==> config.mk <==
export PLATFORM = sky130hd
export DESIGN_NAME = json_string_unescape_core
export DESIGN_NICKNAME = d
export VERILOG_FILES = /design/src/hw/rtl/jsu_pkg.sv /design/src/hw/rtl/jsu_front.sv /design/src/hw/rtl/jsu_queue.sv /design/src/hw/rtl/jsu_back.sv /design/src/hw/rtl/json_string_unescape_core.sv
export SDC_FILE = /design/constraint.sdc
export NUM_CORES = 1
export LEC_CHECK = 0
export BUFFER_PORTS_ARGS = -buffer_cell sky130_fd_sc_hd__buf_2
export CAP_MARGIN = 20
export CORE_ASPECT_RATIO = 1.2
export CORE_MARGIN = 5
export CORE_UTILIZATION = 61
export CTS_CLUSTER_DIAMETER = 50
export DETAILED_ROUTE_END_ITERATION = 8
export PLACE_DENSITY = 0.79
export SLEW_MARGIN = 40
export SYNTH_ARGS = -nofsm -noshare
export SYNTH_HDL_FRONTEND = slang
export SYNTH_SLANG_ARGS = --single-unit
==> constraint.sdc <==
create_clock -name clk -period 4.4 [get_ports clk]
set_input_delay 0.44 -clock clk [delete_from_list [all_inputs] [get_ports clk]]
set_output_delay 0.44 -clock clk [all_outputs]
set_load 0.02 [all_outputs]
==> src/hw/rtl/jsu_pkg.sv <==
// shared types, codes and helper functions for the json string unescaper
package jsu_pkg;

    // command queue geometry
    localparam int Q_DEPTH = 4;
    localparam int Q_AW    = $clog2(Q_DEPTH);
    localparam int Q_CW    = $clog2(Q_DEPTH + 1);

    // error codes on the result channel
    localparam logic [2:0] ERR_OK       = 3'd0;
    localparam logic [2:0] ERR_NO_QUOTE = 3'd1;
    localparam logic [2:0] ERR_ESCAPE   = 3'd2;
    localparam logic [2:0] ERR_HEX      = 3'd3;
    localparam logic [2:0] ERR_TRUNC    = 3'd4;

    // characters the scanner looks for
    localparam logic [7:0] CH_QUOTE  = 8'h22;
    localparam logic [7:0] CH_BSLASH = 8'h5C;
    localparam logic [7:0] CH_SLASH  = 8'h2F;
    localparam logic [7:0] CH_B      = 8'h62;
    localparam logic [7:0] CH_F      = 8'h66;
    localparam logic [7:0] CH_N      = 8'h6E;
    localparam logic [7:0] CH_R      = 8'h72;
    localparam logic [7:0] CH_T      = 8'h74;
    localparam logic [7:0] CH_U      = 8'h75;

    // control characters produced by single-letter escapes
    localparam logic [7:0] CTL_BS = 8'h08;
    localparam logic [7:0] CTL_FF = 8'h0C;
    localparam logic [7:0] CTL_LF = 8'h0A;
    localparam logic [7:0] CTL_CR = 8'h0D;
    localparam logic [7:0] CTL_HT = 8'h09;

    // utf-8 range limits
    localparam logic [15:0] UTF8_ONE_MAX = 16'h0080;
    localparam logic [15:0] UTF8_TWO_MAX = 16'h0800;

    // scanner state
    typedef enum logic [1:0] {
        MODE_IDLE,
        MODE_STR,
        MODE_ESC,
        MODE_HEX
    } mode_t;

    // kind of work handed from front to back
    typedef enum logic [1:0] {
        CMD_BYTE,
        CMD_CP,
        CMD_END,
        CMD_ERR
    } cmd_kind_t;

    typedef struct packed {
        cmd_kind_t   kind;
        logic [15:0] value;
        logic [2:0]  err;
    } cmd_t;

    // queue status seen by the front
    typedef struct packed {
        logic full;
        logic push;
    } q_ctl_t;

    // hex digit decode: bit 4 set when the byte is a hex digit
    function automatic logic [4:0] hex_decode(input logic [7:0] b);
        logic [4:0] r;
        r = 5'd0;
        if (b inside {[8'h30:8'h39]}) begin
            r = {1'b1, b[3:0]};
        end else if (b inside {[8'h41:8'h46], [8'h61:8'h66]}) begin
            r = {1'b1, b[3:0] + 4'd9};
        end
        return r;
    endfunction

    // number of result transactions a command expands to
    function automatic logic [1:0] cmd_len(input cmd_t c);
        logic [1:0] n;
        n = 2'd1;
        if (c.kind == CMD_CP) begin
            if (c.value < UTF8_ONE_MAX) begin
                n = 2'd1;
            end else if (c.value < UTF8_TWO_MAX) begin
                n = 2'd2;
            end else begin
                n = 2'd3;
            end
        end
        return n;
    endfunction

    // utf-8 byte number idx of a code point that encodes in n bytes
    function automatic logic [7:0] utf8_byte(input logic [15:0] cp, input logic [1:0] n,
                                             input logic [1:0] idx);
        logic [7:0] r;
        r = cp[7:0];
        if (n == 2'd2) begin
            r = (idx == 2'd0) ? {3'b110, cp[10:6]} : {2'b10, cp[5:0]};
        end else if (n == 2'd3) begin
            case (idx)
                2'd0:    r = {4'b1110, cp[15:12]};
                2'd1:    r = {2'b10, cp[11:6]};
                default: r = {2'b10, cp[5:0]};
            endcase
        end
        return r;
    endfunction

endpackage

==> src/hw/rtl/jsu_front.sv <==
// front end: accepts raw bytes, tracks string state and issues commands
module jsu_front (
    input  logic          clk,
    input  logic          rst_n,
    input  logic          in_valid,
    output logic          in_stall,
    input  logic [7:0]    in_byte,
    input  logic          end_of_input,
    input  logic          q_full,
    output jsu_pkg::q_ctl_t q_ctl,
    output jsu_pkg::cmd_t q_cmd
);
    import jsu_pkg::*;

    mode_t       mode_reg, mode_next;
    logic [1:0]  hex_cnt_reg, hex_cnt_next;
    logic [15:0] cp_reg, cp_next;
    logic        accept;
    logic        push;
    logic [4:0]  hex;
    logic [15:0] cp_shift;
    cmd_t        cmd;

    // any transaction may need a queue slot, so hold off while full
    assign in_stall = q_full;
    assign accept   = in_valid && !in_stall;
    assign hex      = hex_decode(in_byte);
    assign cp_shift = {cp_reg[11:0], hex[3:0]};

    // state register
    always_ff @(posedge clk or negedge rst_n) begin
        if (!rst_n) begin
            mode_reg    <= MODE_IDLE;
            hex_cnt_reg <= 2'd0;
            cp_reg      <= 16'd0;
        end else begin
            mode_reg    <= mode_next;
            hex_cnt_reg <= hex_cnt_next;
            cp_reg      <= cp_next;
        end
    end

    // classify the byte and build the command
    always_comb begin
        mode_next    = mode_reg;
        hex_cnt_next = hex_cnt_reg;
        cp_next      = cp_reg;
        push         = 1'b0;
        cmd.kind     = CMD_BYTE;
        cmd.value    = {8'd0, in_byte};
        cmd.err      = ERR_OK;
        if (accept) begin
            if (end_of_input) begin
                push         = 1'b1;
                cmd.kind     = CMD_ERR;
                cmd.err      = (mode_reg == MODE_IDLE) ? ERR_NO_QUOTE : ERR_TRUNC;
                mode_next    = MODE_IDLE;
                hex_cnt_next = 2'd0;
                cp_next      = 16'd0;
            end else begin
                case (mode_reg)
                    MODE_IDLE: begin
                        if (in_byte == CH_QUOTE) begin
                            mode_next = MODE_STR;
                        end else begin
                            push     = 1'b1;
                            cmd.kind = CMD_ERR;
                            cmd.err  = ERR_NO_QUOTE;
                        end
                    end
                    MODE_STR: begin
                        if (in_byte == CH_QUOTE) begin
                            push      = 1'b1;
                            cmd.kind  = CMD_END;
                            mode_next = MODE_IDLE;
                        end else if (in_byte == CH_BSLASH) begin
                            mode_next = MODE_ESC;
                        end else begin
                            push = 1'b1;
                        end
                    end
                    MODE_ESC: begin
                        mode_next = MODE_STR;
                        push      = 1'b1;
                        case (in_byte)
                            CH_QUOTE, CH_BSLASH, CH_SLASH: cmd.value = {8'd0, in_byte};
                            CH_B: cmd.value = {8'd0, CTL_BS};
                            CH_F: cmd.value = {8'd0, CTL_FF};
                            CH_N: cmd.value = {8'd0, CTL_LF};
                            CH_R: cmd.value = {8'd0, CTL_CR};
                            CH_T: cmd.value = {8'd0, CTL_HT};
                            CH_U: begin
                                push         = 1'b0;
                                mode_next    = MODE_HEX;
                                hex_cnt_next = 2'd0;
                                cp_next      = 16'd0;
                            end
                            default: begin
                                cmd.kind  = CMD_ERR;
                                cmd.err   = ERR_ESCAPE;
                                mode_next = MODE_IDLE;
                            end
                        endcase
                    end
                    default: begin
                        if (!hex[4]) begin
                            push         = 1'b1;
                            cmd.kind     = CMD_ERR;
                            cmd.err      = ERR_HEX;
                            mode_next    = MODE_IDLE;
                            hex_cnt_next = 2'd0;
                            cp_next      = 16'd0;
                        end else if (hex_cnt_reg == 2'd3) begin
                            push         = 1'b1;
                            cmd.kind     = CMD_CP;
                            cmd.value    = cp_shift;
                            mode_next    = MODE_STR;
                            hex_cnt_next = 2'd0;
                            cp_next      = 16'd0;
                        end else begin
                            cp_next      = cp_shift;
                            hex_cnt_next = hex_cnt_reg + 2'd1;
                        end
                    end
                endcase
            end
        end
    end

    assign q_ctl.full = q_full;
    assign q_ctl.push = push;
    assign q_cmd      = cmd;

    // commands are only issued for accepted transactions
    a_push_on_accept: assert property (@(posedge clk) disable iff (!rst_n)
        push |-> accept)
        else $error("command pushed without an accepted byte");

    // hex counter is cleared whenever hex gathering is left
    a_hex_clear: assert property (@(posedge clk) disable iff (!rst_n)
        (mode_reg != MODE_HEX) |-> (hex_cnt_reg == 2'd0))
        else $error("hex count nonzero outside hex digits");

endmodule

==> src/hw/rtl/jsu_queue.sv <==
// short command queue between front and back
module jsu_queue (
    input  logic            clk,
    input  logic            rst_n,
    input  jsu_pkg::q_ctl_t q_ctl,
    input  jsu_pkg::cmd_t   push_cmd,
    input  logic            pop,
    output logic            full,
    output logic            head_valid,
    output jsu_pkg::cmd_t   head
);
    import jsu_pkg::*;

    cmd_t            mem_reg [Q_DEPTH];
    logic [Q_AW-1:0] wr_ptr_reg, wr_ptr_next;
    logic [Q_AW-1:0] rd_ptr_reg, rd_ptr_next;
    logic [Q_CW-1:0] count_reg, count_next;

    // storage write
    always_ff @(posedge clk) begin
        if (q_ctl.push) begin
            mem_reg[wr_ptr_reg] <= push_cmd;
        end
    end

    // pointers and fill count
    always_ff @(posedge clk or negedge rst_n) begin
        if (!rst_n) begin
            wr_ptr_reg <= '0;
            rd_ptr_reg <= '0;
            count_reg  <= '0;
        end else begin
            wr_ptr_reg <= wr_ptr_next;
            rd_ptr_reg <= rd_ptr_next;
            count_reg  <= count_next;
        end
    end

    always_comb begin
        wr_ptr_next = q_ctl.push ? wr_ptr_reg + 1'b1 : wr_ptr_reg;
        rd_ptr_next = pop ? rd_ptr_reg + 1'b1 : rd_ptr_reg;
        count_next  = count_reg;
        if (q_ctl.push && !pop) begin
            count_next = count_reg + 1'b1;
        end else if (pop && !q_ctl.push) begin
            count_next = count_reg - 1'b1;
        end
    end

    assign full       = (count_reg == Q_CW'(Q_DEPTH));
    assign head_valid = (count_reg != '0);
    assign head       = mem_reg[rd_ptr_reg];

    // no overflow
    a_no_overflow: assert property (@(posedge clk) disable iff (!rst_n)
        q_ctl.push |-> !q_ctl.full)
        else $error("push into a full queue");

    // no underflow
    a_no_underflow: assert property (@(posedge clk) disable iff (!rst_n)
        pop |-> head_valid)
        else $error("pop from an empty queue");

endmodule

==> src/hw/rtl/jsu_back.sv <==
// back end: expands commands into result transactions through an output register
module jsu_back (
    input  logic          clk,
    input  logic          rst_n,
    input  logic          head_valid,
    input  jsu_pkg::cmd_t head,
    output logic          pop,
    output logic          out_valid,
    input  logic          out_stall,
    output logic [7:0]    out_byte,
    output logic          byte_valid,
    output logic          string_end,
    output logic [2:0]    error_code,
    output logic          last
);
    import jsu_pkg::*;

    logic       out_valid_reg, out_valid_next;
    logic [1:0] idx_reg, idx_next;
    logic [7:0] byte_reg;
    logic       bvalid_reg;
    logic       send_reg;
    logic [2:0] err_reg;
    logic       last_reg;
    logic       load;
    logic [1:0] len;
    logic       at_last;
    logic [7:0] byte_val;

    assign len     = cmd_len(head);
    assign at_last = (idx_reg == len - 2'd1);
    assign load    = head_valid && (!out_valid_reg || !out_stall);
    assign pop     = load && at_last;

    // byte for the current position of the command
    always_comb begin
        case (head.kind)
            CMD_BYTE: byte_val = head.value[7:0];
            CMD_CP:   byte_val = utf8_byte(head.value, len, idx_reg);
            default:  byte_val = 8'd0;
        endcase
    end

    // control registers
    always_ff @(posedge clk or negedge rst_n) begin
        if (!rst_n) begin
            out_valid_reg <= 1'b0;
            idx_reg       <= 2'd0;
        end else begin
            out_valid_reg <= out_valid_next;
            idx_reg       <= idx_next;
        end
    end

    always_comb begin
        out_valid_next = out_valid_reg;
        if (load) begin
            out_valid_next = 1'b1;
        end else if (!out_stall) begin
            out_valid_next = 1'b0;
        end
        idx_next = idx_reg;
        if (pop) begin
            idx_next = 2'd0;
        end else if (load) begin
            idx_next = idx_reg + 2'd1;
        end
    end

    // output payload
    always_ff @(posedge clk) begin
        if (load) begin
            byte_reg   <= byte_val;
            bvalid_reg <= (head.kind == CMD_BYTE) || (head.kind == CMD_CP);
            send_reg   <= (head.kind == CMD_END);
            err_reg    <= (head.kind == CMD_ERR) ? head.err : ERR_OK;
            last_reg   <= at_last;
        end
    end

    assign out_valid  = out_valid_reg;
    assign out_byte   = byte_reg;
    assign byte_valid = bvalid_reg;
    assign string_end = send_reg;
    assign error_code = err_reg;
    assign last       = last_reg;

    // position within a command never passes the third utf-8 byte
    a_idx_range: assert property (@(posedge clk) disable iff (!rst_n)
        idx_reg != 2'd3)
        else $error("expansion index out of range");

    // a partly expanded command stays at the queue head
    a_idx_holds_head: assert property (@(posedge clk) disable iff (!rst_n)
        (idx_reg != 2'd0) |-> head_valid)
        else $error("expansion in progress with empty queue");

endmodule

==> src/hw/rtl/json_string_unescape_core.sv <==
// top level of the streaming json string unescaper
//
//  channel  handshake             payload
//  input    in_valid / in_stall   in_byte, end_of_input
//  output   out_valid / out_stall out_byte, byte_valid, string_end, error_code, last
//
//  one input byte accepted per cycle while the four-entry command queue has room
//  a \u escape yields up to three output bytes from one command, one per cycle while out_stall is low
//  a result is valid once its command has been written to the queue and then loaded into the output register
//  rst_n clears scanner state, queue pointers and the output valid at once
//  in_stall follows queue full only; out_stall holds the output register
module json_string_unescape_core (
    input  logic       clk,
    input  logic       rst_n,
    input  logic       in_valid,
    output logic       in_stall,
    input  logic [7:0] in_byte,
    input  logic       end_of_input,
    output logic       out_valid,
    input  logic       out_stall,
    output logic [7:0] out_byte,
    output logic       byte_valid,
    output logic       string_end,
    output logic [2:0] error_code,
    output logic       last
);
    import jsu_pkg::*;

    q_ctl_t q_ctl;
    cmd_t   push_cmd;
    cmd_t   head;
    logic   q_full;
    logic   head_valid;
    logic   pop;

    // byte scanner
    jsu_front u_front (
        .clk          (clk),
        .rst_n        (rst_n),
        .in_valid     (in_valid),
        .in_stall     (in_stall),
        .in_byte      (in_byte),
        .end_of_input (end_of_input),
        .q_full       (q_full),
        .q_ctl        (q_ctl),
        .q_cmd        (push_cmd)
    );

    // command queue
    jsu_queue u_queue (
        .clk        (clk),
        .rst_n      (rst_n),
        .q_ctl      (q_ctl),
        .push_cmd   (push_cmd),
        .pop        (pop),
        .full       (q_full),
        .head_valid (head_valid),
        .head       (head)
    );

    // result expansion
    jsu_back u_back (
        .clk        (clk),
        .rst_n      (rst_n),
        .head_valid (head_valid),
        .head       (head),
        .pop        (pop),
        .out_valid  (out_valid),
        .out_stall  (out_stall),
        .out_byte   (out_byte),
        .byte_valid (byte_valid),
        .string_end (string_end),
        .error_code (error_code),
        .last       (last)
    );

endmodule
* Word level (Yosys, flattened, before mapping)
Memories as Yosys holds them, arrays and structs flattened.
Cells that the tools add are included.
** Storage, ports and cells
- Word-level logic and storage cells :: 146
- Register bits :: 40
- Memories kept :: 1
- Bits in writable memories :: 84
- Output and inout bits :: 16
- Input port bits :: 13
** Memories
- u_queue.mem_reg :: words 4, width 21, rd ports 1, clocked after Yosys merged registers in 0, wr ports 1, RTL line jsu_queue.sv:14 : cmd_t mem_reg [Q_DEPTH];
** Cells by class
- Reduce and logical (&&, ||, !) cells :: 27
- Add/sub/neg operators :: 8
- Multiplexer cells :: 63
- Equal/unequal tests :: 26
- Order comparisons :: 8
** Operators with widths (number)
- == test 8 x 7 -> 1 bit (second input constant) :: 7
- 2-to-1 mux 12 bit :: 4
- 2-to-1 mux 2 bit :: 21
- one-hot mux 8 bit (5 select lines) :: 1
- 2-to-1 mux 16 bit :: 2
- one-hot mux 16 bit (2 select lines) :: 1
- one-hot mux 12 bit (2 select lines) :: 1
- 2-to-1 mux 21 bit :: 1
- 2-to-1 mux 17 bit :: 1
- == test 8 x 6 -> 1 bit (second input constant) :: 2
- greater-or-equal comparator 8 x 7 -> 1 bit (second input constant) :: 2
- less-or-equal comparator 8 x 7 -> 1 bit (second input constant) :: 2
- < comparator 16 x 12 -> 1 bit (second input constant) :: 1
- < comparator 16 x 8 -> 1 bit (second input constant) :: 1
- 2-to-1 mux 8 bit :: 2
- one-hot mux 8 bit (2 select lines) :: 1
- 2-to-1 mux 1 bit :: 14
- one-hot mux 7 bit (2 select lines) :: 1
- == test 2 bit (second input constant) :: 6
- 2-to-1 mux 3 bit :: 4
- one-hot mux 2 bit (3 select lines) :: 2
- 2-to-1 mux 5 bit :: 2
- one-hot mux 3 bit (3 select lines) :: 1
- OR reduction 9 bit :: 1
- 27 further kinds :: 51

* Logic depth before layout (Yosys ltp)
Gate-level depths: netlist of run 1.
- Word-level depth :: 13
- Gate-level depth with buffers :: 16
- Gate-level depth less buffers :: 14

* Modules after synthesis
A second synthesis of run 1 with hierarchy kept.
** Second synthesis, totals
- Cells, all modules :: 436
- Area, all modules :: 6173.4 sq um
** Modules (own cells, without submodules)
- jsu_queue :: area an instance 3459.6 sq um, cells an instance 144, instances 1, sequential area each 2697.6 sq um
- jsu_front :: area an instance 1604.0 sq um, cells an instance 183, instances 1, sequential area each 400.4 sq um
- jsu_back :: area an instance 1109.8 sq um, cells an instance 109, instances 1, sequential area each 495.5 sq um

* Worst setup path before layout of run 1
Ideal clock, no wire load.
- Kind :: register to register
- Start :: register u_queue.rd_ptr_reg[0]
- End :: register u_queue.count_reg[2]
- Path buffers :: 1
- Slack :: 0.542 ns
- Data arrival time :: 3.779 ns
- Library setup time :: 0.079 ns
- Clock period less this slack :: 3.858 ns
- Cell stages (with the launch flop) :: 16
- Required time :: 4.321 ns
- Path through :: dfrtp_1 -> buf_6 -> mux4_1 -> or4_4 -> nor4_4 -> inv_1 -> ha_1 -> xnor2_1 -> nor3b_2 -> inv_1 -> ha_1 -> inv_1 -> fa_1 -> xor2_1 -> nor2_1 -> xor2_1
** Between the ends
- Longest elaborated chain between the ends :: 11
- Elaborated cells on any way between the ends :: 15
- Those cells by class :: add/sub: 1; order compare: 2; eq/ne: 2; mux: 4; reduce/logical: 5; memory: 1
** Ends and longest elaborated chain
- start: declaration :: RTL line jsu_queue.sv:16 : logic [Q_AW-1:0] rd_ptr_reg, rd_ptr_next;
- start signal: assignment :: RTL line jsu_queue.sv:34 : rd_ptr_reg <= rd_ptr_next;
- memory (4 x 21 bit) *
- < comparator 16 x 12 -> 1 bit :: RTL line jsu_pkg.sv:85 : end else if (c.value < UTF8_TWO_MAX) begin
- 2-to-1 mux 1 bit :: RTL line jsu_pkg.sv:85
- 2-to-1 mux 2 bit :: RTL line jsu_pkg.sv:83 : if (c.value < UTF8_ONE_MAX) begin
- 2-to-1 mux 2 bit * :: RTL line jsu_pkg.sv:82 : if (c.kind == CMD_CP) begin
- subtractor 2 x 1 -> 2 bit * :: RTL line jsu_back.sv:31 : assign at_last = (idx_reg == len - 2'd1);
- == test 2 bit * :: RTL line jsu_back.sv:31
- logical AND 1 bit * :: RTL line jsu_back.sv:33 : assign pop = load && at_last;
- logical NOT 1 bit :: RTL line jsu_queue.sv:43 : if (q_ctl.push && !pop) begin
- logical AND 1 bit :: RTL line jsu_queue.sv:43
- 2-to-1 mux 3 bit / nonzero test 2 bit (equally long branches)
- end signal: assignment :: RTL line jsu_queue.sv:35 : count_reg <= count_next;
- end: declaration :: RTL line jsu_queue.sv:17 : logic [Q_CW-1:0] count_reg, count_next;
Mark *: on every way between the ends. The rest lies on a longest branch, timed or not.
A chain may end at the register's enable or synchronous reset.

* Worst setup path in the final report of run 1
Ends and elaborated chain as after synthesis.

==> impl_metrics.json, run 1 <==
{
  "reg2reg_to": "u_queue.count_reg[2]",
  "io_pins": 29,
  "start_util": 0.624,
  "place.gp.congestion": 0.880,
  "ir_worst_vdd_mv": 0.467,
  "reg2reg_slack_ns": 0.26,
  "io_buffers": 28,
  "p_switching_mw": 1.56,
  "synth_nets": 455,
  "tightest_slew_ns": 0.791,
  "slowest_stage": "mux4_1",
  "worst_path_most_repeated_cell": "inv_1",
  "combinationalPowerShare": 0.352,
  "synth_edf_count": 98,
  "via_per_inst": 6.30,
  "worst-endpoint-arrival_ns": 4.47,
  "cts_inserted_buffers": 17,
  "critPathMaxFanout": 6,
  "clk_latency_ns": 0.41,
  "total_leakage_power_nw": 2.61,
  "drc": 0,
  "finalPower_mw": 4.72,
  "clock_sinks": 124,
  "setup_viol": 0,
  "dieArea_mm2": 0.0119,
  "fmax_mhz": 241,
  "synthDistinctLibCells": 62,
  "drive_gt1_frac": 0.202,
  "drt_first_pass_iters": 5,
  "cts-hold-fix-buffers": 0,
  "grt_max_degree": 27,
  "hold_viol": 0,
  "fin_skew_ns": 0.00669,
  "clkTransAtPathRegs_ns": 0.05,
  "slew_headroom": 0.473,
  "crit_start": "u_queue.rd_ptr_reg[0]",
  "cp.required_ns": 4.73,
  "final_nets": 487,
  "seq_power_share": 0.378,
  "die_w_um": 100,
  "dp_hpwl_mm": 8.04,
  "diodes": 0,
  "ant_nets": 0,
  "powerDensity_mw_per_mm2": 694,
  "antenna_found_initial": 0,
  "grt_pass1_wl_mm": 19.2,
  "synth_seq_cells": 124,
  "largest_register_ff_count": 84,
  "ys.flop_type": "edfxtp_1",
  "num_vias": 3744,
  "fin_setup_tns_ns": 0,
  "r2r.worst_path.cells": 14,
  "ys_seq_area_frac": 0.602,
  "grt_pass1_vias": 3717,
  "internal_power_mw": 3.15,
  "sw_frac_of_total": 0.332,
  "synthCells": 426,
  "synth_area_per_cell_um2": 14.0,
  "timing.rr.start": "u_queue.rd_ptr_reg[0]",
  "fillCellCount": 643,
  "rows": 39,
  "cts.htree.levels": 4,
  "cts-root-buf": "clkbuf_16",
  "die_h_um": 118,
  "hp-class": "in -> async",
  "track_usage": 0.213,
  "synthArstFlopShare": 0.210,
  "avgRoutedWirePerCell_um": 20.2,
  "min_period_ns": 4.14,
  "period_share": 0.942,
  "syn_to_final_growth_pct": 13.8,
  "drt_iter0_markers": 260,
  "clockPowerShare": 0.270,
  "post_cts_buffers": 0,
  "gr-total-overflow": 0,
  "startpoint_type": "flip-flop",
  "core_mm2": 0.00956,
  "rsz0062_at_grt": "false",
  "endpoint_kind": "flip-flop",
  "cap_violations": 0,
  "cts.path.max_buffers": 2,
  "synth_warnings": 0,
  "path_class": "reg -> reg",
  "cts_tree": "built",
  "slew_violations": 0,
  "routed_wl_mm": 12.0,
  "cp-endpoint": "u_queue.count_reg[2]",
  "slowest_delay_ns": 0.62,
  "synth_area_mm2": 0.00597,
  "crit_chain": "mux4_1, or4_4, nor4_4, inv_1, ha_1, xnor2_2, nor3b_2, inv_1, ha_1, inv_1, fa_1, xor2_1, nor2_1, xor2_1",
  "outcome": "completed"
}
-- repair_timing --
| item | 4_1_cts | 5_1_grt |
|---|---|---|
| hold endpoints to repair | 0 | 0 |
| setup endpoints to repair | 0 | 2 |
| resized for setup | 0 | 3 |
-- through the flow --
step	worst slack (ns)	instance area, µm²	hold WS [ns]	std cells	utilization
final	0.257	6790	0.0607	594	0.710
after global placement	0.345	6220	0.470	562	0.650
after detailed placement	0.176	6230	0.484	562	0.651
after floorplan	0.542	5970	0.144	426	-
after global routing	0.0926	6790	0.100	594	0.710
after CTS	0.0552	6780	0.0669	594	0.709
-- critical path, delay by kind of cell (launching register included) --
kind | cells | cell delay [ns]
xor+xnor | 3 | 0.61
mux | 1 | 0.62
simple gates | 4 | 1.15
flops | 1 | 0.47
fa+ha+maj | 3 | 0.97
buf+inv | 3 | 0.24
-- metal layers --
metal	track usage	part of all wire	wire, µm	vias up
met5	0	0	0	-
met4	0.0893	0.018	212	0
met3	0.0536	0.052	619	20
met2	0.352	0.52	6220	149
met1	0.267	0.41	4920	1860
li1	-	-	-	1715
-- synthesized netlist by cell type, types with 3 or more instances --
| cell type | count | share of area |
|---|---|---|
| a21oi_1 | 17 | 0.014 |
| a221oi_1 | 5 | 0.0073 |
| a22o_1 | 16 | 0.023 |
| a22oi_1 | 3 | 0.0038 |
| a31oi_1 | 7 | 0.0073 |
| and2_1 | 14 | 0.015 |
| and3_1 | 6 | 0.0063 |
| clkbuf_1 | 21 | 0.013 |
| dfrtp_1 | 26 | 0.11 |
| edfxtp_1 | 98 | 0.49 |
| ha_1 | 15 | 0.031 |
| inv_1 | 19 | 0.012 |
| mux2_2 | 3 | 0.0057 |
| mux2i_1 | 11 | 0.018 |
| mux4_1 | 9 | 0.040 |
| mux4_2 | 12 | 0.045 |
| nand2_1 | 18 | 0.011 |
| nand2b_1 | 6 | 0.0063 |
| nand3_1 | 4 | 0.0034 |
| nor2_1 | 22 | 0.014 |
| nor2b_1 | 5 | 0.0052 |
| nor3_1 | 10 | 0.0084 |
| nor3b_1 | 3 | 0.0038 |
| nor4_1 | 4 | 0.0042 |
| o21ai_0 | 17 | 0.014 |
| o31ai_1 | 4 | 0.0050 |
| xnor2_1 | 6 | 0.0088 |
| xor2_1 | 4 | 0.0059 |
-- power groups by stage --
stage,sequential (mW),combinational (mW),clock [mW]
4_1_cts,1.78,1.65,1.29
5_1_grt,1.81,1.81,1.35
2_1_floorplan,1.82,1.21,0
6_report,1.78,1.66,1.27
3_3_place_gp,1.78,1.59,0
3_5_place_dp,1.79,1.63,0
-- layout make-up --
class,count,area (µm²),share of cell area
inverter,19,71.3,0.0105
clock buffer,25,485,0.0715
multi-input combinational,258,2200,0.324
tap,123,154,0.0227
timing repair buffer,38,219,0.0322
sequential,124,3590,0.529
clock inverter,7,65.1,0.00958
-- kinds of logic after synthesis --
group / after synthesis / synth area share
DFF: 124 / 0.602
and+or+nand+nor: 108 / 0.102
AOI/OAI and AO/OA: 88 / 0.104
buffers and inverters: 44 / 0.0319
muxes: 35 / 0.109
adders and majority gates: 16 / 0.0348
xor gates and xnor gates: 11 / 0.0174
-- how the worst min path moves through the flow --
stage,end,depth (start not counted),startpoint
2_1_floorplan,u_back.idx_reg[0],0,rst_n
5_1_grt,u_front.cp_reg[5],1,rst_n
6_report,u_queue.wr_ptr_reg[0],1,rst_n
3_5_place_dp,u_back.out_valid,2,u_back.out_valid
4_1_cts,u_front.cp_reg[8],1,rst_n
3_3_place_gp,u_back.out_valid,2,u_back.out_valid
-- cell usage in the layout, fill, tap and decap left out, types with 12 or more instances in the layout --
| cell | count |
|---|---|
| edfxtp_1 | 98 |
| buf_2 | 28 |
| dfrtp_1 | 25 |
| nor2_1 | 22 |
| inv_1 | 19 |
| nand2_1 | 18 |
| a21oi_1 | 17 |
| o21ai_0 | 17 |
| clkbuf_16 | 17 |
| a22o_1 | 16 |
| ha_1 | 15 |
| mux4_2 | 12 |
Note: power is estimated with default switching activity, not from simulation.
==> run 2: changes to the inputs <==
--- a/config.mk
+++ b/config.mk
@@ -12,7 +12,7 @@
 export CORE_UTILIZATION = 61
 export CTS_CLUSTER_DIAMETER = 50
 export DETAILED_ROUTE_END_ITERATION = 8
-export PLACE_DENSITY = 0.79
+export PLACE_DENSITY = 0.83
 export SLEW_MARGIN = 40
 export SYNTH_ARGS = -nofsm -noshare
 export SYNTH_HDL_FRONTEND = slang
==> impl_metrics.json, run 2 (same netlist as run 1, synthesis figures left out) <==
{
  "via_per_inst": 6.37,
  "drive_gt1_frac": 0.204,
  "place.gp.congestion": 0.897,
  "routed_wl_mm": 12.1,
  "fin_skew_ns": 0.0123,
  "finalPower_mw": 4.68,
  "start_util": 0.624,
  "grt_max_degree": 27,
  "fin_util": 0.707,
  "drc": 0,
  "crit_start": "u_queue.rd_ptr_reg[0]",
  "hp-class": "in -> async",
  "r2r.worst_path.cells": 14,
  "avgRoutedWirePerCell_um": 20.4,
  "cts.path.max_buffers": 2,
  "final_cell_mix": "98 x edfxtp_1, 28 x buf_2, 25 x dfrtp_1, 22 x nor2_1, 19 x inv_1",
  "path_class": "reg -> reg",
  "combinationalPowerShare": 0.364,
  "dp_hpwl_mm": 7.96,
  "timing.rr.start": "u_queue.rd_ptr_reg[0]",
  "fmax_mhz": 236,
  "cap_violations": 0,
  "die_h_um": 118,
  "slowest_delay_ns": 0.61,
  "cts_tree": "built",
  "dieArea_mm2": 0.0119,
  "ir_worst_vdd_mv": 0.282,
  "largest_register_ff_count": 84,
  "drt_first_pass_iters": 8,
  "internal_power_mw": 3.08,
  "startpoint_type": "flip-flop",
  "cp-endpoint": "u_queue.count_reg[2]",
  "slew_headroom": 0.450,
  "post_cts_buffers": 0,
  "num_vias": 3785,
  "total_leakage_power_nw": 2.61,
  "critPathMaxFanout": 6,
  "cts.htree.levels": 4,
  "cp.required_ns": 4.73,
  "final_nets": 487,
  "seq_power_share": 0.380,
  "rows": 39,
  "p_switching_mw": 1.60,
  "crit_chain": "mux4_1, or4_4, nor4_4, inv_1, ha_1, xnor2_2, nor3b_2, inv_1, ha_1, inv_1, fa_1, xor2_1, nor2_1, xor2_1",
  "clock_sinks": 124,
  "worst-endpoint-arrival_ns": 4.58,
  "antenna_found_initial": 0,
  "fillCellCount": 613,
  "place_ws_ns": 0.156,
  "endpoint_kind": "flip-flop",
  "tightest_slew_ns": 0.814,
  "gr-total-overflow": 0,
  "grt_pass1_vias": 3648,
  "min_period_ns": 4.24,
  "final_common_cell": "edfxtp_1",
  "fin_ws_ns": 0.156,
  "cts-root-buf": "clkbuf_16",
  "die_w_um": 100,
  "hold_viol": 0,
  "worst_path_most_repeated_cell": "inv_1",
  "fin_setup_tns_ns": 0,
  "io_pins": 29,
  "clkTransAtPathRegs_ns": 0.06,
  "reg2reg_to": "u_queue.count_reg[2]",
  "io_buffers": 28,
  "clockPowerShare": 0.256,
  "grt_pass1_wl_mm": 19.4,
  "setup_viol": 0,
  "clk_latency_ns": 0.41,
  "drt_iter0_markers": 329,
  "hold_slack_ns": 0.0518,
  "syn_to_final_growth_pct": 13.2,
  "slowest_stage": "mux4_1",
  "ant_nets": 0,
  "outcome": "completed",
  "powerDensity_mw_per_mm2": 692,
  "reg2reg_slack_ns": 0.16,
  "sw_frac_of_total": 0.342,
  "period_share": 0.965,
  "slew_violations": 0,
  "track_usage": 0.216,
  "cts_inserted_buffers": 17,
  "core_mm2": 0.00956,
  "diodes": 0
}
## run 2: cell count changes in the layout (fill, tap and decap cells not counted), sizes merged
cell / before / now
clkinvlp: 2 / 0
inv: 19 / 21
clkbuf: 25 / 23
bufinv: 1 / 0
clkinv: 4 / 7
## run 2: power by group through the flow
stage	registers (mW)	logic, mW	clock network (mW)
floorplan	1.82	1.21	0
detailed placement	1.79	1.64	0
global route	1.81	1.83	1.28
global placement	1.78	1.58	0
CTS	1.78	1.67	1.21
finish	1.78	1.70	1.20
## run 2: metal layers
layer | vias up | global-route usage | share of wire
met2 | 168 | 0.354 | 0.52
met5 | - | 0 | 0
met3 | 32 | 0.0460 | 0.060
met4 | 0 | 0.103 | 0.033
li1 | 1717 | - | -
met1 | 1868 | 0.273 | 0.39
## run 2: timing repair
| action | in CTS | in global routing |
|---|---|---|
| setup endpoints to repair | 0 | 2 |
| hold buffers | 0 | 0 |
| hold endpoints to repair | 0 | 0 |
| gates resized for setup | 0 | 3 |
## run 2: metrics by stage
step	instance area (µm²)	cells
2_1_floorplan	5970	426
3_3_place_gp	6220	562
3_5_place_dp	6230	562
4_1_cts	6740	594
5_1_grt	6760	594
6_report	6760	594
## run 2: critical path: cells and delay by family (launching register included)
| family | cells | cell delay, ns |
|---|---|---|
| adder cells (fa/ha/maj) | 3 | 1.01 |
| XOR/XNOR | 3 | 0.62 |
| AND/OR/NAND/NOR | 4 | 1.20 |
| flip-flops | 1 | 0.46 |
| buffers and inverters | 3 | 0.24 |
| multiplexers | 1 | 0.61 |
## run 2: cell type report
| cell class | instances | area [µm²] | area share |
|---|---|---|---|
| Clock buffer | 23 | 468 | 0.0692 |
| Inverter | 19 | 71.3 | 0.0106 |
| Sequential cell | 124 | 3590 | 0.532 |
| Timing Repair Buffer | 38 | 219 | 0.0324 |
| Multi-Input combinational cell | 258 | 2200 | 0.326 |
| Tap cell | 123 | 154 | 0.0228 |
| Clock inverter | 9 | 47.5 | 0.00703 |
## run 2: how the worst min path moves through the flow
stage | startpoint | endpoint | slack (ns)
after floorplan | rst_n | u_back.idx_reg[0] | 0.14
after global placement | u_back.out_valid | u_back.out_valid | 0.47
after detailed placement | rst_n | u_queue.wr_ptr_reg[0] | 0.49
after CTS | rst_n | u_queue.wr_ptr_reg[0] | 0.06
after global routing | rst_n | u_queue.wr_ptr_reg[0] | 0.09
final | rst_n | u_queue.wr_ptr_reg[0] | 0.05
